--- src/rtl/threshold_centroid_macros.svh ---
// ----------------------------------------------------------------------------
// threshold centroid assertion macros
// shared concurrent assertion forms, clocked on clk_i, off during reset
// ----------------------------------------------------------------------------
`ifndef THRESHOLD_CENTROID_MACROS_SVH
`define THRESHOLD_CENTROID_MACROS_SVH

// same-cycle implication
`define TC_ASSERT_IMPL(lbl, ante, cons, msg) \
  lbl: assert property (@(posedge clk_i) disable iff (!rst_ni) (ante) |-> (cons)) \
    else $error(msg);

// next-cycle implication
`define TC_ASSERT_NEXT(lbl, ante, cons, msg) \
  lbl: assert property (@(posedge clk_i) disable iff (!rst_ni) (ante) |=> (cons)) \
    else $error(msg);

`endif

--- src/rtl/tc_pkg.sv ---
// ----------------------------------------------------------------------------
// tc_pkg
// widths, reset values, codes and shared types of the threshold centroid block
// ----------------------------------------------------------------------------
package tc_pkg;

  localparam int MAX_WIDTH  = 2048;
  localparam int MAX_HEIGHT = 2048;

  localparam int COL_W = (MAX_WIDTH > 1) ? $clog2(MAX_WIDTH) : 1;
  localparam int ROW_W = (MAX_HEIGHT > 1) ? $clog2(MAX_HEIGHT) : 1;

  localparam int PIX_W      = 8;
  localparam int THR_W      = 8;
  localparam int IW_W       = 12;
  localparam int WW         = IW_W + 2;
  localparam int CFG_DATA_W = 12;
  localparam int CFG_IDX_W  = 2;
  localparam int SUM_W      = 33;
  localparam int CNT_W      = 23;
  localparam int CENT_W     = 19;
  localparam int FRAC_W     = 8;
  localparam int OVF_SH     = CENT_W - FRAC_W;
  localparam int REM_W      = CNT_W;
  localparam int STEP_W     = $clog2(CENT_W);

  localparam logic [THR_W-1:0] THRESH_RESET = 8'h82;
  localparam logic [IW_W-1:0]  WIDTH_RESET  = 12'd1200;

  localparam logic [CFG_IDX_W-1:0] CFG_THRESHOLD   = 2'd0;
  localparam logic [CFG_IDX_W-1:0] CFG_IMAGE_WIDTH = 2'd1;

  localparam logic [STEP_W-1:0] LAST_STEP = STEP_W'(CENT_W - 1);

  typedef enum logic [3:0] {
    S_RUN  = 4'b0001,
    S_PREP = 4'b0010,
    S_DIV  = 4'b0100,
    S_DONE = 4'b1000
  } state_e;

  typedef struct packed {
    logic accept;
    logic last;
    logic prep;
    logic step;
    logic load_out;
  } cmd_t;

endpackage

--- src/rtl/tc_ctrl.sv ---
// ----------------------------------------------------------------------------
// tc_ctrl
// sequencer: pixel accumulation, divider setup, division steps, result handoff
// ----------------------------------------------------------------------------
`include "threshold_centroid_macros.svh"

module tc_ctrl (
  input  logic          clk_i,
  input  logic          rst_ni,
  input  logic          in_valid_i,
  input  logic          frame_end_i,
  output logic          in_ready_o,
  output logic          out_valid_o,
  input  logic          out_ready_i,
  output tc_pkg::cmd_t  cmd_o
);

  tc_pkg::state_e                state_q, state_d;
  logic [tc_pkg::STEP_W-1:0]     step_q, step_d;
  logic                          out_valid_q, out_valid_d;
  logic                          slot_free;

  assign slot_free   = !out_valid_q || out_ready_i;
  assign in_ready_o  = (state_q == tc_pkg::S_RUN);
  assign out_valid_o = out_valid_q;

  always_comb begin
    state_d        = state_q;
    step_d         = step_q;
    cmd_o          = '0;
    cmd_o.accept   = in_ready_o && in_valid_i;
    cmd_o.last     = in_ready_o && in_valid_i && frame_end_i;
    case (state_q)
      tc_pkg::S_RUN: begin
        if (cmd_o.last) state_d = tc_pkg::S_PREP;
      end
      tc_pkg::S_PREP: begin
        cmd_o.prep = 1'b1;
        step_d     = '0;
        state_d    = tc_pkg::S_DIV;
      end
      tc_pkg::S_DIV: begin
        cmd_o.step = 1'b1;
        step_d     = step_q + 1'b1;
        if (step_q == tc_pkg::LAST_STEP) state_d = tc_pkg::S_DONE;
      end
      tc_pkg::S_DONE: begin
        if (slot_free) begin
          cmd_o.load_out = 1'b1;
          state_d        = tc_pkg::S_RUN;
        end
      end
      default: state_d = tc_pkg::S_RUN;
    endcase
  end

  always_comb begin
    out_valid_d = out_valid_q;
    if (out_ready_i) out_valid_d = 1'b0;
    if (cmd_o.load_out) out_valid_d = 1'b1;
  end

  always_ff @(posedge clk_i or negedge rst_ni) begin
    if (!rst_ni) begin
      state_q     <= tc_pkg::S_RUN;
      step_q      <= '0;
      out_valid_q <= 1'b0;
    end else begin
      state_q     <= state_d;
      step_q      <= step_d;
      out_valid_q <= out_valid_d;
    end
  end

  `TC_ASSERT_NEXT(a_last_stalls, cmd_o.last, !in_ready_o, "input not stalled after frame end")
  `TC_ASSERT_IMPL(a_load_free, cmd_o.load_out, slot_free, "result loaded over pending result")
  `TC_ASSERT_IMPL(a_step_range, state_q == tc_pkg::S_DIV, step_q <= tc_pkg::LAST_STEP,
                  "division step count out of range")

endmodule

--- src/rtl/tc_datapath.sv ---
// ----------------------------------------------------------------------------
// tc_datapath
// config registers, position counters, saturating sums, restoring divider
// ----------------------------------------------------------------------------
module tc_datapath (
  input  logic                          clk_i,
  input  logic                          rst_ni,
  input  logic                          cfg_we_i,
  input  logic [tc_pkg::CFG_IDX_W-1:0]  cfg_index_i,
  input  logic [tc_pkg::CFG_DATA_W-1:0] cfg_data_i,
  input  logic [tc_pkg::PIX_W-1:0]      pixel_i,
  input  tc_pkg::cmd_t                  cmd_i,
  output logic [tc_pkg::CENT_W-1:0]     centroid_x_o,
  output logic [tc_pkg::CENT_W-1:0]     centroid_y_o,
  output logic [tc_pkg::CNT_W-1:0]      dark_count_o,
  output logic                          no_pixels_o
);

  logic [tc_pkg::THR_W-1:0]  threshold_q;
  logic [tc_pkg::IW_W-1:0]   image_width_q;

  logic [tc_pkg::COL_W-1:0]  column_q, column_d;
  logic [tc_pkg::ROW_W-1:0]  row_q, row_d;
  logic [tc_pkg::SUM_W-1:0]  sum_x_q, sum_x_d, sum_y_q, sum_y_d;
  logic [tc_pkg::CNT_W-1:0]  hits_q, hits_d;

  logic [tc_pkg::WW-1:0]     width_wide;
  logic [tc_pkg::COL_W:0]    width_eff;
  logic [tc_pkg::COL_W-1:0]  col_eff;
  logic [tc_pkg::COL_W:0]    col_inc;
  logic                      hit;
  logic [tc_pkg::SUM_W:0]    sx_wide, sy_wide;
  logic [tc_pkg::SUM_W-1:0]  sx_sat, sy_sat;
  logic [tc_pkg::CNT_W-1:0]  hits_sat;

  logic [tc_pkg::SUM_W-1:0]  dvd_x_q, dvd_y_q;
  logic [tc_pkg::CNT_W-1:0]  cnt_q;
  logic [tc_pkg::REM_W-1:0]  rem_x_q, rem_y_q;
  logic [tc_pkg::CENT_W-1:0] lo_x_q, lo_y_q;
  logic                      ovf_x_q, ovf_y_q, zero_q;
  logic [tc_pkg::REM_W:0]    t_x, t_y, dsr;
  logic                      ge_x, ge_y;

  logic [tc_pkg::CENT_W-1:0] cx_q, cy_q;
  logic [tc_pkg::CNT_W-1:0]  dark_q;
  logic                      nopix_q;

  // config registers
  always_ff @(posedge clk_i or negedge rst_ni) begin
    if (!rst_ni) begin
      threshold_q   <= tc_pkg::THRESH_RESET;
      image_width_q <= tc_pkg::WIDTH_RESET;
    end else if (cfg_we_i) begin
      if (cfg_index_i == tc_pkg::CFG_THRESHOLD) begin
        threshold_q <= cfg_data_i[tc_pkg::THR_W-1:0];
      end else if (cfg_index_i == tc_pkg::CFG_IMAGE_WIDTH) begin
        image_width_q <= cfg_data_i[tc_pkg::IW_W-1:0];
      end
    end
  end

  // effective width and column
  always_comb begin
    width_wide = tc_pkg::WW'(image_width_q);
    if (width_wide == '0) begin
      width_wide = tc_pkg::WW'(1);
    end else if (width_wide > tc_pkg::WW'(tc_pkg::MAX_WIDTH)) begin
      width_wide = tc_pkg::WW'(tc_pkg::MAX_WIDTH);
    end
    width_eff = width_wide[tc_pkg::COL_W:0];
    if ({1'b0, column_q} >= width_eff) begin
      col_eff = tc_pkg::COL_W'(width_eff - 1'b1);
    end else begin
      col_eff = column_q;
    end
    col_inc = {1'b0, col_eff} + 1'b1;
  end

  assign hit      = pixel_i < threshold_q;
  assign sx_wide  = {1'b0, sum_x_q} + (tc_pkg::SUM_W + 1)'(col_eff);
  assign sy_wide  = {1'b0, sum_y_q} + (tc_pkg::SUM_W + 1)'(row_q);
  assign sx_sat   = sx_wide[tc_pkg::SUM_W] ? '1 : sx_wide[tc_pkg::SUM_W-1:0];
  assign sy_sat   = sy_wide[tc_pkg::SUM_W] ? '1 : sy_wide[tc_pkg::SUM_W-1:0];
  assign hits_sat = (&hits_q) ? hits_q : hits_q + 1'b1;

  always_comb begin
    sum_x_d  = hit ? sx_sat : sum_x_q;
    sum_y_d  = hit ? sy_sat : sum_y_q;
    hits_d   = hit ? hits_sat : hits_q;
    column_d = tc_pkg::COL_W'(col_inc);
    row_d    = row_q;
    if (col_inc >= width_eff) begin
      column_d = '0;
      if (row_q != tc_pkg::ROW_W'(tc_pkg::MAX_HEIGHT - 1)) row_d = row_q + 1'b1;
    end
  end

  always_ff @(posedge clk_i or negedge rst_ni) begin
    if (!rst_ni) begin
      column_q <= '0;
      row_q    <= '0;
      sum_x_q  <= '0;
      sum_y_q  <= '0;
      hits_q   <= '0;
    end else if (cmd_i.accept) begin
      if (cmd_i.last) begin
        column_q <= '0;
        row_q    <= '0;
        sum_x_q  <= '0;
        sum_y_q  <= '0;
        hits_q   <= '0;
      end else begin
        column_q <= column_d;
        row_q    <= row_d;
        sum_x_q  <= sum_x_d;
        sum_y_q  <= sum_y_d;
        hits_q   <= hits_d;
      end
    end
  end

  // divider
  assign dsr  = {1'b0, cnt_q};
  assign t_x  = {rem_x_q, lo_x_q[tc_pkg::CENT_W-1]};
  assign t_y  = {rem_y_q, lo_y_q[tc_pkg::CENT_W-1]};
  assign ge_x = t_x >= dsr;
  assign ge_y = t_y >= dsr;

  always_ff @(posedge clk_i) begin
    if (cmd_i.last) begin
      dvd_x_q <= sum_x_d;
      dvd_y_q <= sum_y_d;
      cnt_q   <= hits_d;
    end
    if (cmd_i.prep) begin
      zero_q  <= (cnt_q == '0);
      ovf_x_q <= {1'b0, dvd_x_q} >= (tc_pkg::SUM_W + 1)'({cnt_q, tc_pkg::OVF_SH'(0)});
      ovf_y_q <= {1'b0, dvd_y_q} >= (tc_pkg::SUM_W + 1)'({cnt_q, tc_pkg::OVF_SH'(0)});
      rem_x_q <= tc_pkg::REM_W'(dvd_x_q >> tc_pkg::OVF_SH);
      rem_y_q <= tc_pkg::REM_W'(dvd_y_q >> tc_pkg::OVF_SH);
      lo_x_q  <= {dvd_x_q[tc_pkg::OVF_SH-1:0], tc_pkg::FRAC_W'(0)};
      lo_y_q  <= {dvd_y_q[tc_pkg::OVF_SH-1:0], tc_pkg::FRAC_W'(0)};
    end
    if (cmd_i.step) begin
      rem_x_q <= ge_x ? tc_pkg::REM_W'(t_x - dsr) : tc_pkg::REM_W'(t_x);
      rem_y_q <= ge_y ? tc_pkg::REM_W'(t_y - dsr) : tc_pkg::REM_W'(t_y);
      lo_x_q  <= {lo_x_q[tc_pkg::CENT_W-2:0], ge_x};
      lo_y_q  <= {lo_y_q[tc_pkg::CENT_W-2:0], ge_y};
    end
    if (cmd_i.load_out) begin
      cx_q    <= zero_q ? '0 : (ovf_x_q ? '1 : lo_x_q);
      cy_q    <= zero_q ? '0 : (ovf_y_q ? '1 : lo_y_q);
      dark_q  <= cnt_q;
      nopix_q <= zero_q;
    end
  end

  assign centroid_x_o = cx_q;
  assign centroid_y_o = cy_q;
  assign dark_count_o = dark_q;
  assign no_pixels_o  = nopix_q;

endmodule

--- src/rtl/threshold_centroid.sv ---
// ----------------------------------------------------------------------------
// threshold_centroid
// centroid and count of the pixels below a gray threshold, one result a frame
// ----------------------------------------------------------------------------
// Pixels of a frame are taken one per cycle in raster order; each pixel
// below the threshold adds its column and row to saturating sums. The
// item that carries frame_end closes the frame: input then stalls through a
// setup state, the steps of a one-bit-per-cycle restoring divider working
// on both axes at once and the load of the result register, and longer
// while an earlier result is still untaken. Centroids carry 8 fraction
// bits, truncated; an empty frame gives no_pixels with zero centroids.
// ----------------------------------------------------------------------------
module threshold_centroid (
  input  logic                          clk_i,
  input  logic                          rst_ni,
  input  logic                          cfg_we_i,
  input  logic [tc_pkg::CFG_IDX_W-1:0]  cfg_index_i,
  input  logic [tc_pkg::CFG_DATA_W-1:0] cfg_data_i,
  input  logic                          in_valid_i,
  output logic                          in_ready_o,
  input  logic [tc_pkg::PIX_W-1:0]      pixel_i,
  input  logic                          frame_end_i,
  output logic                          out_valid_o,
  input  logic                          out_ready_i,
  output logic [tc_pkg::CENT_W-1:0]     centroid_x_o,
  output logic [tc_pkg::CENT_W-1:0]     centroid_y_o,
  output logic [tc_pkg::CNT_W-1:0]      dark_count_o,
  output logic                          no_pixels_o
);

  tc_pkg::cmd_t cmd;

  tc_ctrl u_ctrl (
    .clk_i       (clk_i),
    .rst_ni      (rst_ni),
    .in_valid_i  (in_valid_i),
    .frame_end_i (frame_end_i),
    .in_ready_o  (in_ready_o),
    .out_valid_o (out_valid_o),
    .out_ready_i (out_ready_i),
    .cmd_o       (cmd)
  );

  tc_datapath u_datapath (
    .clk_i        (clk_i),
    .rst_ni       (rst_ni),
    .cfg_we_i     (cfg_we_i),
    .cfg_index_i  (cfg_index_i),
    .cfg_data_i   (cfg_data_i),
    .pixel_i      (pixel_i),
    .cmd_i        (cmd),
    .centroid_x_o (centroid_x_o),
    .centroid_y_o (centroid_y_o),
    .dark_count_o (dark_count_o),
    .no_pixels_o  (no_pixels_o)
  );

endmodule

--- config.mk ---
export PLATFORM = sky130hd
export DESIGN_NAME = threshold_centroid
export DESIGN_NICKNAME = d
export VERILOG_FILES = /design/src/rtl/tc_pkg.sv /design/src/rtl/tc_ctrl.sv /design/src/rtl/tc_datapath.sv /design/src/rtl/threshold_centroid.sv
export VERILOG_INCLUDE_DIRS = /design/src /design/src/rtl
export SDC_FILE = /design/constraint.sdc
export NUM_CORES = 1
export LEC_CHECK = 0
export ABC_AREA = 1
export BUFFER_PORTS_ARGS = -buffer_cell sky130_fd_sc_hd__clkbuf_2
export CORE_MARGIN = 1.5
export CORE_UTILIZATION = 30
export CTS_BUF_LIST = sky130_fd_sc_hd__clkbuf_8
export DETAILED_ROUTE_END_ITERATION = 10
export GPL_TIMING_DRIVEN = 0
export PLACE_DENSITY = 0.45
export SLEW_MARGIN = 10
export SYNTH_ARGS = -nofsm -noshare
export SYNTH_HDL_FRONTEND = slang
export SYNTH_SLANG_ARGS = --single-unit
--- constraint.sdc ---
create_clock -name clk_i -period 8.3 [get_ports clk_i]
set_input_delay 0 -clock clk_i [delete_from_list [all_inputs] [get_ports clk_i]]
set_output_delay 0 -clock clk_i [all_outputs]
set_load 0.05 [all_outputs]
* After elaboration in Yosys (flattened, before gate mapping)
Cells that the tools add are included.
** Cells by class
- Order comparisons :: 8
- Bitwise operators :: 1
- Add/sub/neg operators :: 9
- Reduce and logical (&&, ||, !) cells :: 17
- Eq/ne operators :: 10
- Multiplexer cells :: 40
** Operator list (count)
- $mux W23 :: 9
- $mux W33 :: 6
- $mux W19 :: 6
- $add A33 B11 Y34 :: 2
- $ge A33 B34 Y1 :: 2
- $mux W11 :: 6
- $ge A24 B23 Y1 :: 2
- $sub A23 B23 Y23 :: 2
- $mux W12 :: 2
- $add A23 B1 Y23 const B :: 1
- $logic_not A23 Y1 :: 1
- $reduce_and A23 Y1 :: 1
- $pmux W4 S4 :: 1
- $add A11 B1 Y12 const B :: 1
- $ge A11 B12 Y1 :: 1
- $ge A12 B12 Y1 :: 1
- $gt A12 B12 Y1 const B :: 1
- $logic_not A12 Y1 :: 1
- $mux W4 :: 3
- $add A11 B1 Y11 const B :: 1
- $ne A11 B11 Y1 const B :: 1
- $sub A11 B1 Y11 const B :: 1
- $pmux W5 S2 :: 1
- $reduce_bool A2 Y1 :: 5
- 18 further kinds :: 27
** Word-level totals
- Input port bits :: 28
- Flip-flop bits (word level) :: 379

* Depth between registers and ports, before layout
- Depth after elaboration :: 9
- Gate-level depth with buffers :: 38

* Cells and area by module
Synthesis repeated with hierarchy kept, for this count alone.
** Second synthesis, totals
- Cell total of the unflattened synthesis :: 2745
- Area, all modules :: 23085.9 um2
** By module, submodules not included
- tc_datapath :: area an instance 22455.3 um2, sequential area each 10432.5 um2, instances 1, cells each 2670
- tc_ctrl :: area an instance 630.6 um2, sequential area each 251.5 um2, instances 1, cells each 75

* Worst setup path after synthesis
Ideal clock, no wire load.
- Path kind :: register to register
- From :: reg u_ctrl.state_q[0]
- To :: reg u_datapath.row_q[9] (netlist name)
- Setup slack :: 1.391 ns
- Arrival :: 6.788 ns
- Setup time :: 0.120 ns
- Cell stages (with the launch flop) :: 10
- Cell sequence :: dfstp_2 > inv_1 > nor4_2 > nand2_1 > nor2_1 > inv_1 > o21ai_1 > inv_1 > nand2_1 > nand2_1
** RTL lines
- start: declaration :: line tc_ctrl.sv:18 : tc_pkg::state_e state_q, state_d;
- start signal: assignment :: line tc_ctrl.sv:65 : state_q <= tc_pkg::S_RUN;
- start signal: assignment :: line tc_ctrl.sv:69 : state_q <= state_d;
- end signal: assignment :: line tc_datapath.sv:114 : row_q <= row_d;
- end: declaration :: line tc_datapath.sv:23 : logic [tc_pkg::ROW_W-1:0] row_q, row_d;

* Worst setup path in the final report
- From :: reg u_datapath.image_width_q[2] (netlist name)
- To :: reg u_datapath.row_q[2] (netlist name)
** On the way
- Cells in the longest elaborated chain, start to end :: 9
** Ends and longest elaborated chain
- start: declaration :: line tc_datapath.sv:20 : logic [tc_pkg::IW_W-1:0] image_width_q;
- start signal: assignment :: line tc_datapath.sv:52 : image_width_q <= tc_pkg::WIDTH_RESET;
- start signal: assignment :: line tc_datapath.sv:57 : image_width_q <= cfg_data_i[tc_pkg::IW_W-1:0];
- $gt A12 B12 Y1 :: line tc_datapath.sv:67 : end else if (width_wide > tc_pkg::WW'(tc_pkg::MAX_WIDTH)) begin
- $mux W12 :: line tc_datapath.sv:67
- $mux W12 (*) :: line tc_datapath.sv:65 : if (width_wide == '0) begin
- $sub A11 B1 Y11 / $ge A11 B12 Y1 (equally long branches) :: line tc_datapath.sv:72, tc_datapath.sv:71
- $mux W11 :: line tc_datapath.sv:71 : if ({1'b0, column_q} >= width_eff) begin
- $add A11 B1 Y12 :: line tc_datapath.sv:76 : col_inc = {1'b0, col_eff} + 1'b1;
- $ge A12 B12 Y1 (*) :: line tc_datapath.sv:92 : if (col_inc >= width_eff) begin
- $reduce_bool A2 Y1 (no source line) (*)
- $reduce_and A3 Y1 (no source line) (*)
Mark *: on every way between the ends. The rest lies on a longest branch, timed or not.
A chain may end at the register's enable or synchronous reset.

==> impl_results.md <==
- Drt first pass iters: 6
- Initial DRC count: 1449
- Layout area overhead: 15.9%
- Critical path's top delay family: simple AND/OR/NAND/NOR gates
- Clock sinks: 379
- Post-synthesis adder-cell area fraction: between 8 and 9%
- Path type of the worst setup path: register to register
- Synth warn: 0
- Ports: 92
- DR WL/cell: 19.0 µm
- Combinational Power Share: 39.2%
- Count of input and output buffers: 91
- Initial Util: 30.4%
- Pin count of the biggest net entering global routing: 74
- Worst Path Buf+Inv: 5
- Chip Height: 278 µm
- Highest clock rate: 0.176 GHz
- Main synth FF type: edfxtp_1
- Fin worst setup slack: around 2.6 ns
- Initial antenna violation count: 1
- Cell variety after synth: 64
- Vias per std cell: 4.99
- Worst Setup Start Kind: register
- Max Fanout on Critical Path: 10
- Reg clk slew, reported paths: 0.06 ns
- Worst hold path type: input port to register
- Share of the synthesized area in the top cell type: 31.5%
- Run status: complete, no violations
- Global-route wire length before repair: 112000 µm
- CP endpoint kind: register
- Core area: 74700 µm²
- GP Congestion: around 0.90
- Register area share after synthesis: 47.1%
- Final period utilization: 68.4%
- Grt ovf: 0
- Via count: 19200
- H-Tree Depth: 3
- WP data required: 8.84 ns
- Post_cts resized: 0
- Row count: 100
- Multi-input gate area: roughly 11000 µm²
- XOR/XNOR Fraction of Synth Area: 3.31%
- Clock buffer count from CTS: 74
- Share of layout cells above drive strength 1: 10.4%
- Sequential power share: between 30% and 40%
- Sw power: 3.04 mW
- RSZ-0062 raised after global routing: no
- Syn_nets: 2796
- Critical Path Max Stage Delay: between 0.4 and 0.5 ns
- Post-Syn Area: 22700 µm²
- CP most frequent cell: nand2_1
- Post-synth ARST share: between 30% and 40%
- Clock Latency Late Sink: 0.68 ns
- Total Power: around 7.3 mW
- ANT nets after route: 0
- Die ar.: 77300 µm²
- Worst path slowest cell: dfrtp_1
- Power per cell area: 277 nW/µm²
- Worst-Margin Slew: 1.14 ns
- Nets: 2997
- Synth Area in Simple Gates: 21.0%
- Pint: 4.23 mW
- Compound-Gate Fraction of Synth Area: ~13%
- Die Wd: 278 µm
- Max_cap viols: 0
- Final setup vio count: 0
- Placed Area: 24600 µm²
- Place WS: ~2.6 ns
- Remaining DRCs: 0
- Synth Register Bits: 379
- Yosys top cell by area: edfxtp_1
- Syn avg cell area: 8.68 µm²
- Mux cell area share after synthesis: less than 1%
- Root Driver: clkbuf_8
- Ranking of synthesized cells by area: edfxtp_1, dfrtp_1, nand2_1, ha_1, inv_1
- Fin area: 26300 µm²
- Clk buf depth: 3
- Final Hold Fails: 0
- Leak: 11.6 nW
- Peak VDD IR: between 0.1 and 0.15 mV
- DPL Wire Length: 55500 µm
- CTS tree: yes
- Final Max Tran Viols: 0
- Vias in the first global route: 19300
- EDFF count, synth: around 240
- Total wire length: between 70000 and 80000 µm
- Largest family of logic cells by synthesized area: simple AND/OR/NAND/NOR gates
- Clock share of power: 25.7%
- Data arrival time of the critical path: 6.22 ns
- Sw Ratio: 41.8%
- Total track usage: 18.8%
- Crit path time final: ~5.7 ns
- Finished Core Util: between 30% and 40%
- Register Area: 10700 µm²
- Number of fill cells in the layout: about 7700
- Relative slew slack: between 20% and 30%
- Mapped Cells: 2616
- Clock Skew: 0.0475 ns
-- worst min-delay path, cell delays in order --
cell and delay, ns:
clkbuf_2 0.08, nand3b_1 0.18, clkbuf_1 0.31, a21oi_1 0.12
-- flip-flops by register name (all words and copies together), names as in the netlist, 4 cells and up --
signal	flops
u_datapath.row_q	11
u_datapath.dark_count_o	23
u_datapath.dvd_y_q	33
u_datapath.rem_y_q	23
u_datapath.cnt_q	23
u_datapath.dvd_x_q	33
u_datapath.centroid_x_o	19
u_datapath.threshold_q	8
u_datapath.sum_x_q	33
u_datapath.lo_x_q	19
u_datapath.rem_x_q	23
u_datapath.lo_y_q	19
u_datapath.image_width_q	12
u_ctrl.step_q	5
u_datapath.hits_q	23
u_datapath.centroid_y_o	19
u_ctrl.state_q	4
u_datapath.sum_y_q	33
u_datapath.column_q	11
-- what timing repair did --
item,CTS,global route
hold buffers,27,0
buffers inserted,0,0
endpoints found under the hold margin,199,0
-- cells by family after synthesis --
kind of cell               Yosys count
and+or+nand+nor                   1076
AOI/OAI and AO/OA                  538
buffers and inverters              384
DFF                                379
adders and majority gates          152
xor gates and xnor gates            85
muxes                                2
-- cell type report --
type | count | area share [%]
inverter | 320 | 4.57
multi-input combinational | 1853 | 40.2
clock buffer | 78 | 4.08
tap | 969 | 4.61
timing repair buffer | 125 | 3.50
antenna | 3 | 0.0285
buffer | 64 | 1.02
clock inverter | 60 | 1.43
sequential | 379 | 40.6
-- path summary, 6_finish.rpt --
check | from | end | slack (ns) | cells past startpoint
setup / recovery | u_datapath.image_width_q[2]$_DFFE_PN0P_ | u_datapath.row_q[2]$_DFFE_PN0P_ | 2.62 | 37
hold / removal | cfg_index_i[1] | u_datapath.image_width_q[10]$_DFFE_PN1P_ | 0.04 | 4
setup reg to reg | u_datapath.image_width_q[2]$_DFFE_PN0P_ | u_datapath.row_q[2]$_DFFE_PN0P_ | 2.62 | 37
hold reg to reg | u_datapath.cnt_q[7]$_DFFE_PP_ | u_datapath.dark_count_o[7]$_DFFE_PP_ | 0.47 | 0
max in group asynchronous | rst_ni | u_ctrl.state_q[0]$_DFFE_PN1P_ | 7.31 | 4
min in group asynchronous | rst_ni | u_datapath.threshold_q[1]$_DFFE_PN1P_ | 0.49 | 3
-- per-layer routing --
| layer | track usage (%) | routed length [µm] |
|---|---|---|
| met4 | 6.24 | 2020 |
| met3 | 3.00 | 3310 |
| met1 | 24.9 | 33600 |
| met5 | 0 | 0 |
| met2 | 31.3 | 34100 |
-- metrics by stage --
step                TNS, ns  instances  hold slack [ns]
global placement     -11.35       3676            0.237
CTS                       0       3848          0.00945
finish                    0       3851           0.0422
global route              0       3851           0.0223
floorplan                 0       2616           -0.296
detailed placement        0       3683           0.0658
-- layout by cell type, fill, tap and decap left out, drive strengths merged, types with 7 or more instances in the layout --
cell type / n
nor4: 22
xnor2: 18
a31oi: 10
buf: 26
clkbuf: 215
o21ai: 231
o21a: 9
nand2: 585
nor2: 201
ha: 148
a21o: 13
xor2: 67
inv: 354
clkinv: 22
o21bai: 7
or2: 15
nor3: 53
nand4: 45
nand3: 145
o22ai: 15
dlygate4sd3: 26
o211ai: 26
a21oi: 174
a22o: 18
edfxtp: 238
dfrtp: 134
dfstp: 7
-- power by group through the flow --
stage	sequential [mW]	clock, mW	combinational (mW)
2_1_floorplan	2.55	0	1.96
3_3_place_gp	2.62	0	2.77
3_5_place_dp	2.59	0	2.83
4_1_cts	2.55	1.93	2.86
5_1_grt	2.58	2.02	3.21
6_report	2.55	1.87	2.85
-- cell usage after synthesis (7+ instances only) --
cell type,n
a22o_1,18
nor2_1,185
clkbuf_1,46
nand2_1,570
inv_1,308
a21oi_1,173
buf_2,11
o21ai_0,213
inv_2,9
nand3_2,8
edfxtp_1,238
dfstp_2,7
o22ai_1,15
ha_1,148
nor2_2,7
nor4_1,19
dfrtp_1,134
xor2_1,66
o21ai_1,15
or2_2,13
nor2_4,9
a21o_1,13
nand3_1,134
o21bai_1,7
nand4_1,45
o21a_1,9
nor3_1,52
xnor2_1,18
o211ai_1,26
nand2_2,12
a31oi_1,10
(Power assumes the default switching activity.)
